**config.mk**
```make
export PLATFORM = sky130hd
export DESIGN_NAME = gepr_div
export DESIGN_NICKNAME = d
export VERILOG_FILES = /design/src/hw/rtl/gepr_pkg.sv /design/src/hw/rtl/gepr_div.sv
export SDC_FILE = /design/constraint.sdc
export NUM_CORES = 1
export LEC_CHECK = 0
export BUFFER_PORTS_ARGS = -buffer_cell sky130_fd_sc_hd__buf_2
export CAP_MARGIN = 40
export CORE_ASPECT_RATIO = 1.75
export CORE_MARGIN = 2
export CORE_UTILIZATION = 45
export DETAILED_ROUTE_END_ITERATION = 8
export PLACE_DENSITY_LB_ADDON = 0.1
export RECOVER_POWER = 100
export SYNTH_ARGS = -nofsm -noshare
export SYNTH_HDL_FRONTEND = slang
export SYNTH_SLANG_ARGS = --single-unit
```
**constraint.sdc**
```tcl
create_clock -name clock -period 2.9 [get_ports clock]
set_input_delay 0.29 -clock clock [delete_from_list [all_inputs] [get_ports clock]]
set_output_delay 0.29 -clock clock [all_outputs]
set_load 0.03 [all_outputs]
```
**src/hw/rtl/gepr_pkg.sv**
```systemverilog
// shared types and constants of the graph edge partition router
`default_nettype none
package gepr_pkg;

   localparam int unsigned NODE_W  = 17;   // width of node counts, sizes and boundaries
   localparam int unsigned EP_W    = 20;   // endpoint width
   localparam int unsigned MAP_W   = 16;   // renumbering map entry width
   localparam int unsigned PART_W  = 16;   // partition index width
   localparam int unsigned CNT_W   = 24;   // per-device edge count width
   localparam int unsigned DIV_STEPS = 17; // quotient bits, one per cycle
   localparam logic [CNT_W-1:0] CNT_MAX = '1;

   // csr register indexes
   localparam logic [2:0] CSR_NODE_COUNT    = 3'd0;
   localparam logic [2:0] CSR_DEVICE_COUNT  = 3'd1;
   localparam logic [2:0] CSR_CPU_PART_SIZE = 3'd2;
   localparam logic [2:0] CSR_GPU_PART_SIZE = 3'd3;
   localparam logic [2:0] CSR_START_DEV1    = 3'd4;
   localparam logic [2:0] CSR_START_DEV2    = 3'd5;
   localparam logic [2:0] CSR_START_DEV3    = 3'd6;

   localparam logic MODE_LOAD = 1'b0;
   localparam logic MODE_EDGE = 1'b1;

   typedef struct packed {
      logic            mode;
      logic [EP_W-1:0] endpoint_a;
      logic [EP_W-1:0] endpoint_b;
   } req_type;

   typedef struct packed {
      logic [1:0]        target_device;
      logic [PART_W-1:0] partition_index;
      logic [EP_W-1:0]   routed_a;
      logic [EP_W-1:0]   routed_b;
      logic [CNT_W-1:0]  device_edges;
      logic              last_copy;
   } rsp_type;

   typedef struct packed {
      logic [NODE_W-1:0] dividend;
      logic [NODE_W-1:0] divisor;
   } div_req_type;

   typedef enum logic [7:0] {
      S_IDLE  = 8'b0000_0001,
      S_RDB   = 8'b0000_0010,
      S_RDY   = 8'b0000_0100,
      S_LOCX  = 8'b0000_1000,
      S_DIVX  = 8'b0001_0000,
      S_LOCY  = 8'b0010_0000,
      S_DIVY  = 8'b0100_0000,
      S_EMIT  = 8'b1000_0000
   } state_type;

endpackage
`default_nettype wire

```
**src/hw/rtl/gepr_div.sv**
```systemverilog
// iterative restoring divider, one quotient bit per cycle
`default_nettype none
module gepr_div (
   input  wire                  clock,
   input  wire                  reset,
   input  wire                  start,
   input  wire gepr_pkg::div_req_type req,
   output logic                 done,
   output logic [gepr_pkg::NODE_W-1:0] quotient
);
   import gepr_pkg::*;

   logic              busy_ff;
   logic              done_ff;
   logic [4:0]        step_ff;
   logic [NODE_W-1:0] rem_ff;
   logic [NODE_W-1:0] quo_ff;
   logic [NODE_W-1:0] dsr_ff;

   logic [NODE_W:0]   trial;
   logic              fits;

   assign trial = {rem_ff, quo_ff[NODE_W-1]};
   assign fits  = trial >= {1'b0, dsr_ff};

   always_ff @(posedge clock) begin
      if (reset) begin
         busy_ff <= 1'b0;
         done_ff <= 1'b0;
         step_ff <= '0;
      end else begin
         done_ff <= 1'b0;
         if (start) begin
            busy_ff <= 1'b1;
            step_ff <= '0;
         end else if (busy_ff) begin
            step_ff <= step_ff + 5'd1;
            if (step_ff == 5'(DIV_STEPS - 1)) begin
               busy_ff <= 1'b0;
               done_ff <= 1'b1;
            end
         end
      end
   end

   always_ff @(posedge clock) begin
      if (start) begin
         rem_ff <= '0;
         quo_ff <= req.dividend;
         dsr_ff <= req.divisor;
      end else if (busy_ff) begin
         rem_ff <= fits ? NODE_W'(trial - {1'b0, dsr_ff}) : trial[NODE_W-1:0];
         quo_ff <= {quo_ff[NODE_W-2:0], fits};
      end
   end

   assign done     = done_ff;
   assign quotient = quo_ff;
endmodule
`default_nettype wire

```
==> metrics.txt <==
Ports 55; synthesized area per cell 10.42 sq um; peak supply drop 0.4064 mV; crit-path cells inv_1 > ha_1 > inv_1 > fa_1 > a21o_1 > a221oi_2 > buf_4 > o22a_2 > o311ai_4 > buf_12 > mux2i_1 > a211oi_1; Seq/Total Area, Yosys 46.19%; synthesis-to-layout area growth 20.17%; vias in the first global route 2513; total gr overflow 0; Comb power frac 18.6%; Sw Ratio 27.18%; DRC violations left 0; Post-Synthesis Net Count 369; Tot Pwr 2.389 mW; Setup WS pre-CTS 0.2257 ns; nets@finish 432; Leak 1.611 nW; Rows 41; via/cell ratio 5.470; Final Hold Fails 0; Relative slew margins 11.28%; 1st-iter DRT viols 136; P_sw 0.6493 mW; cts bufs inserted 9; synth unique cells 50; CTS max path bufs 2; synthesized area 0.003251 sq mm; CTS tree done; Buf/Inv on CP 4; Max-Cap Viols 0; CP dominant cell by count inv_1; delay-heaviest family, CP compound AO/OA/AOI/OAI gates; Final min period 2.692 ns; Post-synth EDFFs 34; Internal 1.740 mW; DP Wirelength 5531 um; slowest CP cell edfxtp_1; RSZ-0062 raised after global routing false; most frequent cells in the layout buf_2, edfxtp_1, nor2_1; Setup TNS 0 ns; # fillers 676; Worst Setup End Kind flop; number of port buffers 54; initial antenna violation count 0; CP Launch Type flop; R2R setup slack 0.21 ns; Die Wd 68.25 um; gr usage total 20.91%; Critical Path Max Stage Delay 0.42 ns; Final WS setup 0.2082 ns; Cell Count, Final, Fillers Out 466; CP Data Required Time 3.14 ns; Clock transition at path regs 0.05 ns; period utilisation layout 92.82%; Routed WL per cell 15.77 um; Yosys reg bits 58; most common cell after layout, fill and taps aside buf_2; Initial Util 45.59%; worst-path fanout max 8; Post-Syn Instances 312; global-route wire length before repair 12050 um; share of cells above drive strength 1 20.79%; GP Congestion 0.9533; clock share of power 40.6%; dpl cells 450; Layout Skew 0.01130 ns; Skew-Pair Late Insertion Delay 0.33 ns; Die ar. 0.007946 sq mm; Post-Route WL 7349 um; Async SR Flop Fraction 0%; Clock Sinks 58; number of H-tree levels 3; status finished clean; clk root buf clkbuf_16; CTS Hold Bufs 0; Yosys warnings 0; die height 116.4 um; largest net degree at the start of global routing 28; sequential share of power 40.8%; Post-synth top flop edfxtp_1; CP Class reg -> reg; DR vias 2549; Max Clk Rate 371.5 MHz; Hold Crit Class in -> reg; Least-Margin Pin Slew 1.331 ns; Pwr Density 611.6 mW/mm^2; antenna cells 0; CORE AREA 0.007131 sq mm; max-slew violations 0; DRT Pass-1 Iters 4; Worst Path Arrival 2.93 ns; final setup vio count 0; Detail Route Antenna Nets 0
-- final timing paths --
| path | cells after the start | end | start |
|---|---|---|---|
| max | 12 | rem_ff[8] | quotient[16] |
| min | 2 | busy_ff | reset |
| max reg2reg | 12 | rem_ff[8] | quotient[16] |
| min reg2reg | 2 | rem_ff[3] | rem_ff[3] |
-- area by class of cell --
| class | instances | area, sq um | area share (%) |
|---|---|---|---|
| Clock buffer | 14 | 264.0 | 6.758 |
| Clock inverter | 2 | 12.51 | 0.3203 |
| Inverter | 23 | 86.33 | 2.210 |
| Multi-Input combinational cell | 218 | 1603 | 41.03 |
| Sequential cell | 58 | 1501 | 38.44 |
| Tap cell | 86 | 107.6 | 2.755 |
| Timing Repair Buffer | 65 | 331.6 | 8.488 |
-- cells in the mapped netlist (all sizes together), types with 9 or more instances --
cell	n	area share, %
mux2	17	5.9
inv	23	2.7
edfxtp	34	31
nand2b	9	1.7
nand2	21	2.4
a21oi	17	2.6
o21ai	16	2.5
dfxtp	24	15
clkbuf	9	1.0
ha	19	7.3
nor2	29	3.3
-- power groups by stage --
stage,clock (mW),sequential [mW],combinational [mW]
2_1_floorplan,0,1.03,0.270
3_3_place_gp,0,0.988,0.455
3_5_place_dp,0,0.989,0.456
4_1_cts,0.990,0.975,0.458
5_1_grt,1.03,0.982,0.494
6_report,0.969,0.975,0.445
-- repair_timing --
item	in CTS	in global routing
resized for setup	0	1
buffers inserted	0	0
endpoints found under the setup margin	0	1
-- cells by family after synthesis --
| family | share of synthesized area, % |
|---|---|
| DFF | 46.19 |
| AOI/OAI and AO/OA | 16.51 |
| xor gates and xnor gates | 4.311 |
| muxes | 8.353 |
| buffers and inverters | 4.465 |
| and+or+nand+nor | 12.24 |
| adders and majority gates | 7.929 |
-- registers in the layout (all words and copies together) (netlist names) --
signal    flops
dsr_ff       17
quotient     17
rem_ff       17
step_ff       5
busy_ff       1
done          1
-- metal layers --
metal	track usage [%]	wire (um)	share of wire (%)
met5	0	0	0
met1	23.95	2963	40
met2	34.82	3849	52
met4	10.67	225	3.1
met3	5.780	311	4.2
-- worst register-to-register path, stage by stage (launching register included) --
cell	delay (ns)
edfxtp_1	0.42
inv_1	0.08
ha_1	0.16
inv_1	0.05
fa_1	0.40
a21o_1	0.22
a221oi_2	0.21
buf_4	0.18
o22a_2	0.20
o311ai_4	0.14
buf_12	0.21
mux2i_1	0.12
a211oi_1	0.22
-- through the flow --
stage / util (%) / instance area, sq um / hold slack, ns
global placement: 51.40 / 3665 / 0.4639
detailed placement: 51.40 / 3665 / 0.4655
CTS: 55.27 / 3941 / 0.1163
floorplan: - / 3251 / 0.3624
finish: 54.78 / 3906 / 0.1256
global route: 54.78 / 3906 / 0.1228
No activity file was read; power rests on OpenSTA's default activity.
